[config.mk]
export PLATFORM = sky130hd
export DESIGN_NAME = dual_sample_fifo_stereo_mixer
export DESIGN_NICKNAME = d
export VERILOG_FILES = /design/src/design/sdf_pkg.sv /design/src/design/sdf_ram.sv /design/src/design/sdf_chan.sv /design/src/design/sdf_mix.sv /design/src/design/dual_sample_fifo_stereo_mixer.sv
export VERILOG_INCLUDE_DIRS = /design/src /design/src/design
export SDC_FILE = /design/constraint.sdc
export NUM_CORES = 1
export LEC_CHECK = 0
export BUFFER_PORTS_ARGS = -buffer_cell sky130_fd_sc_hd__buf_2
export CELL_PAD_IN_SITES_DETAIL_PLACEMENT = 1
export CELL_PAD_IN_SITES_GLOBAL_PLACEMENT = 2
export CORE_ASPECT_RATIO = 0.7
export CORE_MARGIN = 5
export CORE_UTILIZATION = 40
export DETAILED_ROUTE_END_ITERATION = 10
export PLACE_DENSITY_LB_ADDON = 0.25
export SLEW_MARGIN = 20
export SYNTH_ARGS = -nofsm -noshare
export SYNTH_HDL_FRONTEND = slang
export SYNTH_SLANG_ARGS = --single-unit
export TNS_END_PERCENT = 20
[constraint.sdc]
create_clock -name clk -period 8.6 [get_ports clk]
set_input_delay 1.29 -clock clk [delete_from_list [all_inputs] [get_ports clk]]
set_output_delay 1.29 -clock clk [all_outputs]
set_load 0.005 [all_outputs]
[src/design/dual_sample_fifo_stereo_mixer_defines.svh]
`ifndef DUAL_SAMPLE_FIFO_STEREO_MIXER_DEFINES_SVH
`define DUAL_SAMPLE_FIFO_STEREO_MIXER_DEFINES_SVH

// same-cycle implication, clocked on clk, off during rst
`define SDF_ASSERT_NOW(lbl, ante, cons, msg) \
  lbl: assert property (@(posedge clk) disable iff (rst) (ante) |-> (cons)) else $error(msg);

// next-cycle implication
`define SDF_ASSERT_NEXT(lbl, ante, cons, msg) \
  lbl: assert property (@(posedge clk) disable iff (rst) (ante) |=> (cons)) else $error(msg);

`endif

[src/design/sdf_pkg.sv]
package sdf_pkg;

  localparam int FIFO_SLOTS_DEF = 32;
  localparam int PERIOD_DEF     = 512;

  localparam logic [1:0] FUNC_PUSH  = 2'd0;
  localparam logic [1:0] FUNC_CLEAR = 2'd1;
  localparam logic [1:0] FUNC_TICK  = 2'd2;

  localparam int CFG_IDX_W  = 3;
  localparam int CFG_DATA_W = 2;

  localparam logic [CFG_IDX_W-1:0] CFG_MASTER_ENABLE  = 3'd0;
  localparam logic [CFG_IDX_W-1:0] CFG_A_FULL_VOLUME  = 3'd1;
  localparam logic [CFG_IDX_W-1:0] CFG_B_FULL_VOLUME  = 3'd2;
  localparam logic [CFG_IDX_W-1:0] CFG_A_ROUTING      = 3'd3;
  localparam logic [CFG_IDX_W-1:0] CFG_B_ROUTING      = 3'd4;
  localparam logic [CFG_IDX_W-1:0] CFG_A_TIMER_SELECT = 3'd5;
  localparam logic [CFG_IDX_W-1:0] CFG_B_TIMER_SELECT = 3'd6;

  typedef struct packed {
    logic [1:0] func;
    logic       fifo_select;
    logic [7:0] sample_byte;
    logic       reset_a;
    logic       reset_b;
    logic [1:0] timer_overflow;
  } item_t;

  typedef struct packed {
    logic               refill_a;
    logic               refill_b;
    logic               frame_valid;
    logic signed [15:0] left_sample;
    logic signed [15:0] right_sample;
    logic [5:0]         level_a;
    logic [5:0]         level_b;
  } result_t;

  typedef struct packed {
    logic       master_enable;
    logic       a_full_volume;
    logic       b_full_volume;
    logic [1:0] a_routing;
    logic [1:0] b_routing;
    logic       a_timer_select;
    logic       b_timer_select;
  } cfg_t;

  typedef struct packed {
    logic       push;
    logic       clear;
    logic       service;
    logic [7:0] data;
  } chan_ctl_t;

endpackage

[src/design/sdf_ram.sv]
module sdf_ram #(
  parameter int DEPTH = sdf_pkg::FIFO_SLOTS_DEF,
  parameter int AW    = $clog2(sdf_pkg::FIFO_SLOTS_DEF)
) (
  input  logic          clk,
  input  logic          we,
  input  logic [AW-1:0] waddr,
  input  logic [7:0]    wdata,
  input  logic [AW-1:0] raddr,
  output logic [7:0]    rdata
);

  logic [7:0] mem [DEPTH];

  always_ff @(posedge clk) begin
    if (we) begin
      mem[waddr] <= wdata;
    end
    rdata <= mem[raddr];
  end

endmodule

[src/design/sdf_chan.sv]
`include "dual_sample_fifo_stereo_mixer_defines.svh"

module sdf_chan #(
  parameter int SLOTS = sdf_pkg::FIFO_SLOTS_DEF
) (
  input  logic              clk,
  input  logic              rst,
  input  sdf_pkg::chan_ctl_t ctl,
  output logic [5:0]        level_out,
  output logic [7:0]        latch_out,
  output logic              refill
);

  localparam int PW = $clog2(SLOTS);
  localparam int LW = $clog2(SLOTS + 1);

  logic [PW-1:0] rp, rp_next, wp, wp_next;
  logic [LW-1:0] level, level_next;
  logic [7:0]    latch, latch_next;
  logic [7:0]    rd_data;
  logic          full;
  logic          we;
  logic [LW+5:0] level_ext;

  function automatic logic [PW-1:0] step(input logic [PW-1:0] p);
    return (p == PW'(SLOTS - 1)) ? '0 : p + PW'(1);
  endfunction

  assign full = (level == LW'(SLOTS));
  assign we   = ctl.push && !full;

  sdf_ram #(.DEPTH(SLOTS), .AW(PW)) u_ram (
    .clk   (clk),
    .we    (we),
    .waddr (wp),
    .wdata (ctl.data),
    .raddr (rp),
    .rdata (rd_data)
  );

  always_comb begin
    rp_next    = rp;
    wp_next    = wp;
    level_next = level;
    latch_next = latch;
    refill     = 1'b0;
    if (ctl.clear) begin
      rp_next    = '0;
      wp_next    = '0;
      level_next = '0;
      latch_next = '0;
    end else if (ctl.push) begin
      if (!full) begin
        wp_next    = step(wp);
        level_next = level + LW'(1);
      end
    end else if (ctl.service) begin
      if (level != '0) begin
        latch_next = rd_data;
        rp_next    = step(rp);
        level_next = level - LW'(1);
      end
      refill = (level_next <= LW'(SLOTS / 2));
    end
  end

  always_ff @(posedge clk) begin
    if (rst) begin
      rp    <= '0;
      wp    <= '0;
      level <= '0;
      latch <= '0;
    end else begin
      rp    <= rp_next;
      wp    <= wp_next;
      level <= level_next;
      latch <= latch_next;
    end
  end

  assign level_ext = {6'b0, level_next};
  assign level_out = level_ext[5:0];
  assign latch_out = latch_next;

  `SDF_ASSERT_NOW(a_level_bound, 1'b1, level <= LW'(SLOTS), "fifo level above depth")
  `SDF_ASSERT_NOW(a_empty_ptrs, level == '0, rp == wp, "empty fifo with split pointers")

endmodule

[src/design/sdf_mix.sv]
module sdf_mix (
  input  sdf_pkg::cfg_t      cfg,
  input  logic [7:0]         latch_a,
  input  logic [7:0]         latch_b,
  output logic signed [15:0] left_sample,
  output logic signed [15:0] right_sample
);

  logic signed [7:0]  a_val, b_val;
  logic signed [9:0]  a_ext, b_ext, left_sum, right_sum;
  logic signed [16:0] left_prod, right_prod;

  function automatic logic signed [15:0] clamp16(input logic signed [16:0] v);
    if (v > 17'sd32767) begin
      return 16'sh7FFF;
    end else if (v < -17'sd32768) begin
      return 16'sh8000;
    end else begin
      return v[15:0];
    end
  endfunction

  always_comb begin
    a_val = cfg.a_full_volume ? $signed(latch_a) : ($signed(latch_a) >>> 1);
    b_val = cfg.b_full_volume ? $signed(latch_b) : ($signed(latch_b) >>> 1);
    a_ext = $signed({{2{a_val[7]}}, a_val});
    b_ext = $signed({{2{b_val[7]}}, b_val});
    left_sum  = (cfg.a_routing[1] ? a_ext : 10'sd0) + (cfg.b_routing[1] ? b_ext : 10'sd0);
    right_sum = (cfg.a_routing[0] ? a_ext : 10'sd0) + (cfg.b_routing[0] ? b_ext : 10'sd0);
    left_prod  = $signed({left_sum, 7'b0});
    right_prod = $signed({right_sum, 7'b0});
    left_sample  = clamp16(left_prod);
    right_sample = clamp16(right_prod);
  end

endmodule

[src/design/dual_sample_fifo_stereo_mixer.sv]
// Two-channel sample FIFO mixer. The edge that accepts an item also
// fetches both FIFO heads from their single-port-read memories, and the
// edge that leaves S_EXEC applies the push, reset event or tick and loads
// the result register, so item_stall is high for one cycle per item, and
// longer while a finished result is held by result_stall. FIFO memories are
// not cleared after reset; a reset event rewinds pointers and levels and
// zeroes the output latch. Configuration writes are always taken (cfg_ready is tied high).
`include "dual_sample_fifo_stereo_mixer_defines.svh"

module dual_sample_fifo_stereo_mixer #(
  parameter int FIFO_SLOTS = sdf_pkg::FIFO_SLOTS_DEF,
  parameter int PERIOD     = sdf_pkg::PERIOD_DEF
) (
  input  logic                             clk,
  input  logic                             rst,
  input  logic                             item_valid,
  output logic                             item_stall,
  input  sdf_pkg::item_t                   item,
  output logic                             result_valid,
  input  logic                             result_stall,
  output sdf_pkg::result_t                 result,
  input  logic                             cfg_valid,
  output logic                             cfg_ready,
  input  logic [sdf_pkg::CFG_IDX_W-1:0]    cfg_index,
  input  logic [sdf_pkg::CFG_DATA_W-1:0]   cfg_data
);

  localparam int CW = $clog2(PERIOD + 1);

  typedef enum logic [1:0] {
    S_IDLE = 2'b01,
    S_EXEC = 2'b10
  } state_t;

  state_t             state;
  sdf_pkg::item_t     item_q;
  sdf_pkg::cfg_t      cfg;
  sdf_pkg::chan_ctl_t ctl_a, ctl_b;
  logic [CW-1:0]      period_cnt, period_inc;
  logic               go, tick, frame;
  logic [5:0]         level_a, level_b;
  logic [7:0]         latch_a, latch_b;
  logic               refill_a, refill_b;
  logic signed [15:0] mix_left, mix_right;
  logic               audible;

  assign item_stall = (state != S_IDLE);
  assign cfg_ready  = 1'b1;
  assign go         = (state == S_EXEC) && (!result_valid || !result_stall);
  assign tick       = go && (item_q.func == sdf_pkg::FUNC_TICK);
  assign period_inc = period_cnt + CW'(1);
  assign frame      = tick && (period_inc == CW'(PERIOD));
  assign audible    = frame && cfg.master_enable;

  always_comb begin
    ctl_a.data    = item_q.sample_byte;
    ctl_b.data    = item_q.sample_byte;
    ctl_a.push    = go && (item_q.func == sdf_pkg::FUNC_PUSH) && !item_q.fifo_select;
    ctl_b.push    = go && (item_q.func == sdf_pkg::FUNC_PUSH) && item_q.fifo_select;
    ctl_a.clear   = go && (item_q.func == sdf_pkg::FUNC_CLEAR) && item_q.reset_a;
    ctl_b.clear   = go && (item_q.func == sdf_pkg::FUNC_CLEAR) && item_q.reset_b;
    ctl_a.service = tick && cfg.master_enable
                    && item_q.timer_overflow[cfg.a_timer_select];
    ctl_b.service = tick && cfg.master_enable
                    && item_q.timer_overflow[cfg.b_timer_select];
  end

  sdf_chan #(.SLOTS(FIFO_SLOTS)) u_chan_a (
    .clk       (clk),
    .rst       (rst),
    .ctl       (ctl_a),
    .level_out (level_a),
    .latch_out (latch_a),
    .refill    (refill_a)
  );

  sdf_chan #(.SLOTS(FIFO_SLOTS)) u_chan_b (
    .clk       (clk),
    .rst       (rst),
    .ctl       (ctl_b),
    .level_out (level_b),
    .latch_out (latch_b),
    .refill    (refill_b)
  );

  sdf_mix u_mix (
    .cfg          (cfg),
    .latch_a      (latch_a),
    .latch_b      (latch_b),
    .left_sample  (mix_left),
    .right_sample (mix_right)
  );

  always_ff @(posedge clk) begin
    if (rst) begin
      cfg <= '0;
    end else if (cfg_valid && cfg_ready) begin
      unique case (cfg_index)
        sdf_pkg::CFG_MASTER_ENABLE:  cfg.master_enable  <= cfg_data[0];
        sdf_pkg::CFG_A_FULL_VOLUME:  cfg.a_full_volume  <= cfg_data[0];
        sdf_pkg::CFG_B_FULL_VOLUME:  cfg.b_full_volume  <= cfg_data[0];
        sdf_pkg::CFG_A_ROUTING:      cfg.a_routing      <= cfg_data;
        sdf_pkg::CFG_B_ROUTING:      cfg.b_routing      <= cfg_data;
        sdf_pkg::CFG_A_TIMER_SELECT: cfg.a_timer_select <= cfg_data[0];
        sdf_pkg::CFG_B_TIMER_SELECT: cfg.b_timer_select <= cfg_data[0];
        default: ;
      endcase
    end
  end

  always_ff @(posedge clk) begin
    if (rst) begin
      state <= S_IDLE;
    end else begin
      unique case (state)
        S_IDLE: begin
          if (item_valid) begin
            state <= S_EXEC;
          end
        end
        S_EXEC: begin
          if (go) begin
            state <= S_IDLE;
          end
        end
        default: state <= S_IDLE;
      endcase
    end
  end

  always_ff @(posedge clk) begin
    if (state == S_IDLE && item_valid) begin
      item_q <= item;
    end
  end

  always_ff @(posedge clk) begin
    if (rst) begin
      period_cnt <= '0;
    end else if (tick) begin
      period_cnt <= frame ? '0 : period_inc;
    end
  end

  always_ff @(posedge clk) begin
    if (rst) begin
      result_valid <= 1'b0;
    end else if (go) begin
      result_valid <= 1'b1;
    end else if (!result_stall) begin
      result_valid <= 1'b0;
    end
  end

  always_ff @(posedge clk) begin
    if (go) begin
      result.refill_a     <= refill_a;
      result.refill_b     <= refill_b;
      result.frame_valid  <= frame;
      result.left_sample  <= audible ? mix_left : 16'sd0;
      result.right_sample <= audible ? mix_right : 16'sd0;
      result.level_a      <= level_a;
      result.level_b      <= level_b;
    end
  end

  `SDF_ASSERT_NOW(a_period_bound, 1'b1, period_cnt < CW'(PERIOD), "period counter overran")
  `SDF_ASSERT_NEXT(a_go_done, go, state == S_IDLE && result_valid, "result not loaded")

endmodule

# After elaboration in Yosys (flattened, before gate mapping)
# Memory sizes are Yosys's and may differ from the RTL's. A register that Yosys moved wholly into a read port is not among the register bits.
# Cells that the tools add are included.
[op_classes]
n_eq_ne = 21
bitwise_logic = 7
order_cmp = 8
muxes = 52
n_reduce_logical = 44
n_addsub = 11
[ops]
columns = ["op", "n"]
rows = [
  ["6-bit 2-to-1 mux", 16],
  ["8-bit 2-to-1 mux", 8],
  ["10-bit 2-to-1 mux", 5],
  ["17-bit by 16-bit > comparator with 1-bit output (second input constant)", 2],
  ["17-bit by 16-bit less-than comparator with 1-bit output (second input constant)", 2],
  ["16-bit 2-to-1 mux", 2],
  ["15-bit 2-to-1 mux", 2],
  ["10-bit adder", 2],
  ["5-bit by 1-bit adder with 5-bit output (second input constant)", 4],
  ["5-bit equality test (second input constant)", 4],
  ["5-bit 2-to-1 mux", 4],
  ["2-bit AND reduction", 10],
  ["1-bit logical AND", 16],
  ["7-bit 2-to-1 mux", 2],
  ["6-bit by 1-bit adder with 6-bit output (second input constant)", 2],
  ["6-bit equality test (second input constant)", 2],
  ["6-bit by 5-bit <= comparator with 1-bit output (second input constant)", 2],
  ["6-bit nonzero test", 2],
  ["6-bit by 1-bit subtractor with 6-bit output (second input constant)", 2],
  ["10-bit by 1-bit adder with 10-bit output (second input constant)", 1],
  ["10-bit equality test (second input constant)", 1],
  ["1-bit 2-to-1 mux", 10],
  ["3-bit equality test (second input constant)", 3],
  ["2-bit OR reduction", 4],
  ["other kinds (16)", 35],
]
[totals]
elab_cells = 178
mem_count = 2
ramBits = 512
regBits = 132
output_inout_bits = 50
inputBits = 25
[memory_table]
columns = ["memory", "words", "word_bits", "read_ports", "rd_clocked_by_memory_dff", "wr", "line_no", "rtl"]
rows = [
  ["u_chan_a.u_ram.mem", 32, 8, 1, 1, 1, "sdf_ram.sv:13", "logic [7:0] mem [DEPTH];"],
  ["u_chan_b.u_ram.mem", 32, 8, 1, 1, 1, "sdf_ram.sv:13", ""],
]

# Depth between registers and ports, before layout
# Gate-level depths: netlist (run 1).
[logic_depth]
ltp_word = 15
depth_mapped = 18
mapped_depth_nobuf = 17

# By module
# Synthesis (run 1) repeated with hierarchy kept, for this count alone.
[unflattened]
hier_cells = 1594
area_unflattened_um2 = 27595.2
[modules_own_cells]
columns = ["module", "cells_each", "area_each_um2", "instances"]
rows = [
  ["sdf_ram", 417, 10053.4, 2],
  ["dual_sample_fifo_stereo_mixer", 238, 3289.4, 1],
  ["sdf_chan", 169, 1428.9, 2],
  ["sdf_mix", 184, 1341.3, 1],
]

# Worst setup path after synthesis (run 1)
# Ideal clock, no wire load.
[synth_timing]
kind = "in2reg"
start = "input result_stall"
end = "register result[42] in the netlist's numbering, data pin"
stages = 17
slack_ns = 4.184
t_arrival_ns = 4.155
path_cell_list = "nand2_1 > and4_1 > buf_2 > and3_1 > buf_6 > mux4_2 > nand2_1 > nor2_1 > ha_1 > inv_1 > fa_1 > nor2b_1 > o21a_1 > o21ai_0 > a21boi_0 > a2111oi_0 > o311a_1"
[synth_between]
elab_chain_cells = 15
word_cells_on_any_way = 30
cone_classes = "1 x add/sub; 2 x order compare; 12 x mux; 15 x reduce/logical"
[synth_lines]
columns = ["item", "line_no", "rtl"]
rows = [
  ["start, declared", "dual_sample_fifo_stereo_mixer.sv:20", "input logic result_stall,"],
  ["1-bit logical NOT (*)", "-", ""],
  ["1-bit logical OR (*)", "dual_sample_fifo_stereo_mixer.sv:49", "assign go = (state == S_EXEC) && (!result_valid || !result_stall);"],
  ["1-bit logical AND (*)", "dual_sample_fifo_stereo_mixer.sv:49", ""],
  ["1-bit logical AND", "dual_sample_fifo_stereo_mixer.sv:50", "assign tick = go && (item_q.func == sdf_pkg::FUNC_TICK);"],
  ["1-bit logical AND", "dual_sample_fifo_stereo_mixer.sv:62, dual_sample_fifo_stereo_mixer.sv:64", ""],
  ["1-bit logical AND (on tied branches)", "dual_sample_fifo_stereo_mixer.sv:63, dual_sample_fifo_stereo_mixer.sv:65", ""],
  ["8-bit 2-to-1 mux", "sdf_chan.sv:57", "end else if (ctl.service) begin"],
  ["8-bit 2-to-1 mux", "sdf_chan.sv:52", "end else if (ctl.push) begin"],
  ["8-bit 2-to-1 mux", "sdf_chan.sv:47", "if (ctl.clear) begin"],
  ["7-bit 2-to-1 mux (on tied branches)", "sdf_mix.sv:24, sdf_mix.sv:25", ""],
  ["10-bit 2-to-1 mux", "sdf_mix.sv:28", "left_sum = (cfg.a_routing[1] ? a_ext : 10'sd0) + (cfg.b_routing[1] ? b_ext : 10'sd0);"],
  ["10-bit adder", "sdf_mix.sv:28", ""],
  ["17-bit by 16-bit less-than comparator with 1-bit output", "sdf_mix.sv:16", "end else if (v < -17'sd32768) begin"],
  ["16-bit 2-to-1 mux", "sdf_mix.sv:16", ""],
  ["15-bit 2-to-1 mux", "sdf_mix.sv:14", "if (v > 17'sd32767) begin"],
  ["end, declared", "dual_sample_fifo_stereo_mixer.sv:21", "output sdf_pkg::result_t result,"],
]
# Mark *: on every way between the ends. The rest lies on a longest branch, timed or not.
# A chain may end at the register's enable or synchronous reset.

# Final worst setup path (run 1)
# Ends and elaborated chain as after synthesis.

==> summary.txt, run 1 <==
Power and ir drop
  • VDD IR max: 152 uV
  • Register share of total power: 0.559
  • Net Sw Power: 1.26 mW
  • PD cells: 205 nW/um^2
  • Leak: 9.32 nW
  • Power share of the clock group: 0.425
  • Combinational power share: 0.016
  • Internal power: 4.89 mW
  • Sw Share: 0.205
  • Tot Pwr: 6.15 mW

Die
  • Chip Width: 320 microns
  • Initial core utilization: 0.404
  • Die ar.: 72,600 sq um
  • # rows: 79
  • Core Region: 66,500 sq um
  • # IOs: 75
  • Die Ht: 227 microns

CTS
  • TritonCTS clock tree: done
  • CTS buffer count: 61
  • Hold_buf cts: 0
  • Clk_lat worst skew: between 600 and 700 ps
  • Clk slew on worst S/H paths: 70 ps
  • Clock Sink Count: 648
  • Total setup buffers inserted after CTS: 0
  • Clock root buffer: clkbuf_16
  • H-tree levels: 2
  • Post-CTS Resized: 0
  • Max clock buf depth: 3

STA
  • Min cycle time layout: between 4000 and 5000 ps
  • Clock skew: 25.6 ps
  • Max Slew Vio Count: 0
  • Setup TNS: 0 ps
  • Worst Hold Slack: 460 ps
  • Final Hold Fails: 0
  • RSZ-0062 raised after global routing: false
  • Slew HR: 0.323
  • Crit share post-route: 0.566
  • Setup Viol. Count Final: 0
  • Fmax: 205 MHz
  • Slew @ Worst Pin: slightly above 1000 ps

Global route
  • Via count of the first global-routing pass: 14,606
  • GRT Total Usage: 0.177
  • M2 GR Usage: 0.262
  • First-pass GRT wire length: 96,500 microns
  • Gr ovfl total: 0
  • GR peak layer: met1
  • M3 GR Usage: 0.0251
  • Met1 usage: 0.282
  • Initial antenna violation count: 3
  • Largest net degree at the start of global routing: 69

Cells and area
  • Leading cell type in the layout, fill and taps excluded: edfxtp_1
  • Layout cells sized above 1: 0.232
  • Area grow syn2layout: 11.5%
  • Fin nets: 1,711
  • Final instance area: 30,000 sq um
  • Sequential cell area: 18,600 sq um
  • Commonest cells after routing, fill and taps aside: 562 x edfxtp_1, 172 x mux4_2, 154 x nor2_1, 89 x nand2_1, 82 x dfxtp_1
  • Antenna diodes: 0
  • # fillers: 6,413
  • Area of the multi-input gates: about 7700 sq um

Synth
  • Distinct cells, synth: 70
  • Async SR Flop Fraction: 0
  • Post-synth EDFFs: 562
  • Top_reg_cell synth: edfxtp_1
  • Mapped cell area: 26,900 sq um
  • Post-Syn Area per Cell: 16.9 sq um
  • Mapped Cells: 1,588
  • Syn Nets: 1,651
  • Register bit total from synthesis: 648
  • YS warnings: 0
  • Post-synthesis sequential area ratio: 0.691

Routing
  • Initial drt markers: 1,153
  • Pre-antenna DRT Iters: 4
  • Vias: 14,332
  • Final ANT Viol Nets: 0
  • Vias per cell: 5.54
  • DRC Markers: 0
  • Routed length per instance: 25.1 microns
  • Drt total wl: 64,800 microns

Place
  • Routability Congestion: 0.807
  • Area after DPL: 28,100 sq um
  • IO Port Bufs: 73
  • Dpl hpwl: 41,600 microns

Hold path
  • Worst min path class: flip-flop to flip-flop

Setup path
  • Worst setup EP type: flip-flop
  • Worst path required time: 8990 ps
  • Critical Path Fanout Max: 20
  • Worst EP arrival: roughly 5300 ps
  • WS Path Type: input pin to flip-flop
  • Element type at the critical path start: input pin

Run
  • Maxcap violations: 0

Outcome
  • Outcome: complete, no violations
[per-layer routing]
| layer | share of wire | up-vias | wire length [microns] |
|---|---|---|---|
| li1 | - | 6381 | - |
| met1 | 0.50 | 7600 | 32300 |
| met2 | 0.44 | 284 | 28700 |
| met3 | 0.045 | 67 | 2940 |
| met4 | 0.014 | 0 | 902 |
| met5 | 0 | - | 0 |
[metrics by stage]
stage | std cells | utilization | setup slack [ps]
floorplan | 1588 | - | 4180
detailed placement | 2475 | 0.422 | 3040
global route | 2588 | 0.451 | 3420
CTS | 2587 | 0.451 | 3750
finish | 2588 | 0.451 | 3730
global placement | 2475 | 0.422 | 3230
[layout make-up]
type                            instances  area share
Timing Repair Buffer                   90      0.0169
Inverter                               33     0.00413
Clock inverter                         36     0.00947
Sequential cell                       648       0.620
Clock buffer                           76      0.0538
Tap cell                              891      0.0372
Multi-Input combinational cell        814       0.258
[sequential cells by signal, indices dropped and copies added (netlist names), 5 cells and up]
name and flops:
cfg 9, ctl_a 8, item_q 7, period_cnt 10
result 35, u_chan_a.latch 8, u_chan_a.level 6, u_chan_a.rp 5
u_chan_a.u_ram.mem 256, u_chan_a.u_ram.rdata 8, u_chan_a.wp 5, u_chan_b.latch 8
u_chan_b.level 6, u_chan_b.rp 5, u_chan_b.u_ram.mem 256, u_chan_b.u_ram.rdata 8
u_chan_b.wp 5
[kinds of logic after synthesis]
logic type                 after synthesis  share of synthesized area
and+or+nand+nor                        426                     0.0777
other                                    1                   0.000139
buffers and inverters                  126                     0.0213
DFF                                    648                      0.691
muxes                                  207                      0.158
xor gates and xnor gates                10                    0.00326
adders and majority gates               38                     0.0182
AOI/OAI and AO/OA                      132                     0.0303
[worst max-delay path: stages]
cell and delay [ps]:
buf_2 110, nand2_1 110, and4_1 460, nand3_1 710, nor2_1 270, a21oi_1 90
nor3_1 200, ha_1 200, inv_1 60, fa_1 440, nor2b_1 170, o21a_1 170
o21ai_0 120, a21boi_0 370, a2111oi_0 170, o311a_1 310
[Yosys cell counts, types with 4 or more instances]
master / number / area [sq um]
nand4b_1: 4 / 35.0
nand3b_1: 13 / 97.6
buf_6: 4 / 45.0
and3_1: 12 / 75.1
a31oi_1: 12 / 75.1
or3_1: 8 / 50.1
nand4_1: 6 / 37.5
edfxtp_1: 562 / 16900
xnor2_1: 8 / 70.1
o311ai_0: 4 / 35.0
inv_2: 4 / 15.0
a21oi_1: 58 / 290
clkbuf_1: 51 / 191
nand2b_1: 13 / 81.3
mux2_2: 19 / 214
inv_1: 28 / 105
dfxtp_1: 86 / 1720
and2_1: 6 / 37.5
ha_1: 36 / 450
nor2_1: 155 / 582
mux2i_1: 16 / 160
nand3_2: 5 / 50.1
nor3b_1: 6 / 45.0
o21a_1: 8 / 60.1
nand3_1: 32 / 160
or4_1: 9 / 67.6
mux4_2: 172 / 3870
buf_1: 8 / 30.0
nor2b_1: 11 / 68.8
buf_4: 13 / 97.6
nor3_1: 36 / 180
buf_2: 17 / 85.1
nand2_1: 89 / 334
nor4_1: 4 / 25.0
o21ai_0: 19 / 95.1
[path summary, 6_finish.rpt]
kind	start	endpoint	slack (ps)	depth (start not counted)
max	result_stall	result[42]	3730	16
min	u_chan_b.latch[0]	u_chan_b.latch[0]	460	2
max reg2reg	u_chan_a.level[0]	result[42]	3820	16
min reg2reg	u_chan_b.latch[0]	u_chan_b.latch[0]	460	2
[power groups by stage]
stage	clock network [mW]	logic, mW	registers, mW
floorplan	0	0.0311	3.52
global placement	0	0.0978	3.50
detailed placement	0	0.104	3.50
CTS	2.68	0.104	3.44
global route	2.83	0.111	3.43
finish	2.61	0.101	3.44
Power figures use the tool's default switching activity.
==> run 2, diff against run 1 <==
==> constraint.sdc (replaced) <==
create_clock -name clk -period 4.5 [get_ports clk]
set_input_delay 0.675 -clock clk [delete_from_list [all_inputs] [get_ports clk]]
set_output_delay 0.675 -clock clk [all_outputs]
set_load 0.005 [all_outputs]
==> summary.txt, run 2 (synthesis results as in run 1) <==
Power and ir drop
  • PD cells: 400 nW/um^2 (was 205 nW/um^2)
  • Register share of total power: 0.531 (was 0.559)
  • VDD IR max: 311 uV (was 152 uV)
  • Leak: 9.87 nW (was 9.32 nW)
  • Power share of the clock group: 0.453 (was 0.425)
  • Net Sw Power: 2.47 mW (was 1.26 mW)
  • Sw Share: 0.200 (was 0.205)
  • Internal power: 9.89 mW (was 4.89 mW)
  • Tot Pwr: 12.4 mW (was 6.15 mW)
  • Combinational power share: 0.016 (about the same)

STA
  • Final Hold Fails: 0 (unchanged)
  • Worst Hold Slack: 202 ps (was 460 ps)
  • Setup Viol. Count Final: 0 (unchanged)
  • Slack of the critical path: 196 ps (was 3730 ps)
  • Max Slew Vio Count: 0 (unchanged)
  • Fmax: 232 MHz
  • Crit share post-route: 0.957
  • Min cycle time layout: between 4000 and 5000 ps
  • Clock skew: 34.3 ps (was 25.6 ps)
  • Slew @ Worst Pin: 1100 ps (was 1010 ps)
  • RSZ-0062 raised after global routing: true (was false)
  • Slew HR: 0.267 (was 0.323)

Routing
  • Routed length per instance: 24.7 microns (was 25.1 microns)
  • Initial drt markers: 1,086 (was 1,153)
  • Final ANT Viol Nets: 0 (unchanged)
  • Vias per cell: 5.51 (was 5.54)
  • DRC Markers: 0 (unchanged)
  • Pre-antenna DRT Iters: 5 (was 4)
  • Vias: 14,660 (was 14,332)
  • Drt total wl: 65,800 microns (was 64,800 microns)

Die
  • Core Region: 66,500 sq um (unchanged)
  • Die Ht: 227 microns (unchanged)
  • Initial core utilization: 0.404 (unchanged)
  • Chip Width: 320 microns (unchanged)
  • # IOs: 75 (unchanged)
  • Die ar.: 72,600 sq um (unchanged)
  • # rows: 79 (unchanged)

CTS
  • Max clock buf depth: 3 (unchanged)
  • Clock root buffer: clkbuf_16 (unchanged)
  • TritonCTS clock tree: done (unchanged)
  • Clk slew on worst S/H paths: 70 ps (about the same)
  • H-tree levels: 2 (unchanged)
  • Clock Sink Count: 648 (unchanged)
  • CTS buffer count: 61 (unchanged)
  • Total setup buffers inserted after CTS: 0 (unchanged)
  • Hold_buf cts: 0 (unchanged)
  • Clk_lat worst skew: 650 ps (was 640 ps)
  • Post-CTS Resized: 0 (unchanged)

Run
  • Maxcap violations: 0 (unchanged)

Global route
  • Gr ovfl total: 0 (unchanged)
  • Largest net degree at the start of global routing: 65 (was 69)
  • Initial antenna violation count: 2 (was 3)
  • First-pass GRT wire length: 98,800 microns (was 96,500 microns)
  • Via count of the first global-routing pass: 14,939 (was 14,606)
  • GRT Total Usage: 0.180 (was 0.177)

Setup path
  • R2R Path End: result[42] (unchanged)
  • Crit path from: u_chan_b.level[0] (was result_stall)
  • Worst setup EP type: flip-flop (unchanged)
  • Worst EP arrival: 4700 ps (was 5260 ps)
  • Element type at the critical path start: flip-flop (was input pin)
  • Critical Path Fanout Max: 17 (was 20)
  • Worst path required time: 4900 ps (was 8990 ps)
  • Flop2flop setup slack: 200 ps (was 3820 ps)
  • FF-to-FF Start: u_chan_b.level[0] (was u_chan_a.level[0])
  • R2R cell count: 16 (unchanged)
  • WS Path Type: flip-flop to flip-flop (was input pin to flip-flop)
  • Setup crit end: result[42] (unchanged)

Cells and area
  • Final Non-Filler Cells: 2,662 (was 2,588)
  • # fillers: 6,355 (was 6,413)
  • Area of the multi-input gates: 7770 sq um (was 7740 sq um)
  • Commonest cells after routing, fill and taps aside: 562 x edfxtp_1, 172 x mux4_2, 154 x nor2_1, 89 x nand2_1, 82 x dfxtp_1 (unchanged)
  • Fin nets: 1,782 (was 1,711)
  • Fin util: 0.465 (was 0.451)
  • Layout cells sized above 1: 0.274 (was 0.232)
  • Largest regs: u_chan_a.u_ram.mem (256), u_chan_b.u_ram.mem (256), result (35) (unchanged)
  • Antenna diodes: 0 (unchanged)
  • Area grow syn2layout: 14.9% (was 11.5%)
  • Leading cell type in the layout, fill and taps excluded: edfxtp_1 (unchanged)
  • Sequential cell area: 18,600 sq um (unchanged)

Outcome
  • Outcome: complete, no violations (unchanged)

Place
  • Routability Congestion: 0.820 (was 0.807)
  • Cells after DPL: 2,546 (was 2,475)
  • Setup Slack @ Placement: 58.8 ps (was 3040 ps)
  • Dpl hpwl: 42,800 microns (was 41,600 microns)
  • IO Port Bufs: 73 (unchanged)

Hold path
  • Worst min path class: input pin to flip-flop (was flip-flop to flip-flop)
==> run 2: cell types whose count changed in the layout (fill, tap and decap cells not counted), moves of 2 or more <==
| cell | delta |
|---|---|
| buf_12 | +4 |
| buf_4 | +65 |
| buf_8 | +2 |
| bufinv_16 | +9 |
| clkbuf_1 | -6 |
| clkinv_1 | -6 |
| clkinv_2 | +5 |
| clkinvlp_4 | -2 |
| o21ai_0 | -2 |
==> run 2: worst min-delay path by stage <==
| stage | start | endpoint | slack [ps] | cells after the start |
|---|---|---|---|---|
| floorplan | u_chan_b.u_ram.rdata[0] | u_chan_b.latch[0] | 430 | 2 |
| global placement | u_chan_a.latch[0] | u_chan_a.latch[0] | 450 | 2 |
| detailed placement | u_chan_a.latch[0] | u_chan_a.latch[0] | 450 | 2 |
| CTS | item[6] | ctl_a[2] | 160 | 1 |
| global route | item[6] | ctl_a[2] | 180 | 1 |
| finish | item[6] | ctl_a[2] | 200 | 1 |
==> run 2: area by class of cell <==
cell class,count,share of cell area
flip-flops and latches,648,0.602
inverters,33,0.00401
well taps,891,0.0361
clock buffers,71,0.0519
clock inverters,44,0.0186
multi-input cells,814,0.252
repair buffers,161,0.0357
==> run 2: stage by stage <==
| stage | TNS [ps] | area [sq um] |
|---|---|---|
| after floorplan | 0 | 26900 |
| after global placement | 0 | 28600 |
| after detailed placement | 0 | 28700 |
| after CTS | 0 | 30900 |
| after global routing | -64.8 | 30900 |
| final | 0 | 30900 |
==> run 2: power groups by stage <==
stage               Combinational (mW)  Sequential (mW)  Clock (mW)
finish                           0.192             6.57        5.60
global route                     0.210             6.57        6.01
CTS                              0.195             6.57        5.73
detailed placement               0.195             6.70           0
global placement                 0.177             6.70           0
floorplan                       0.0594             6.73           0
==> run 2: worst max-delay path: stages, from the launching register on <==
cell and delay [ps]:
dfxtp_1 340, inv_1 100, ha_1 210, or3b_1 420, or3_1 340, and3_1 220
buf_4 220, mux4_2 500, nand3_2 140, inv_2 40, ha_1 290, a21oi_2 210
o2111ai_1 210, and2_1 230, o21ai_0 220, nor2_1 70, o311a_1 320
==> run 2: routing by layer <==
layer	track usage	vias up	part of all wire
li1	-	6522	-
met1	0.288	7764	0.50
met2	0.263	308	0.44
met3	0.0303	66	0.049
met4	0.0363	0	0.014
met5	0	-	0
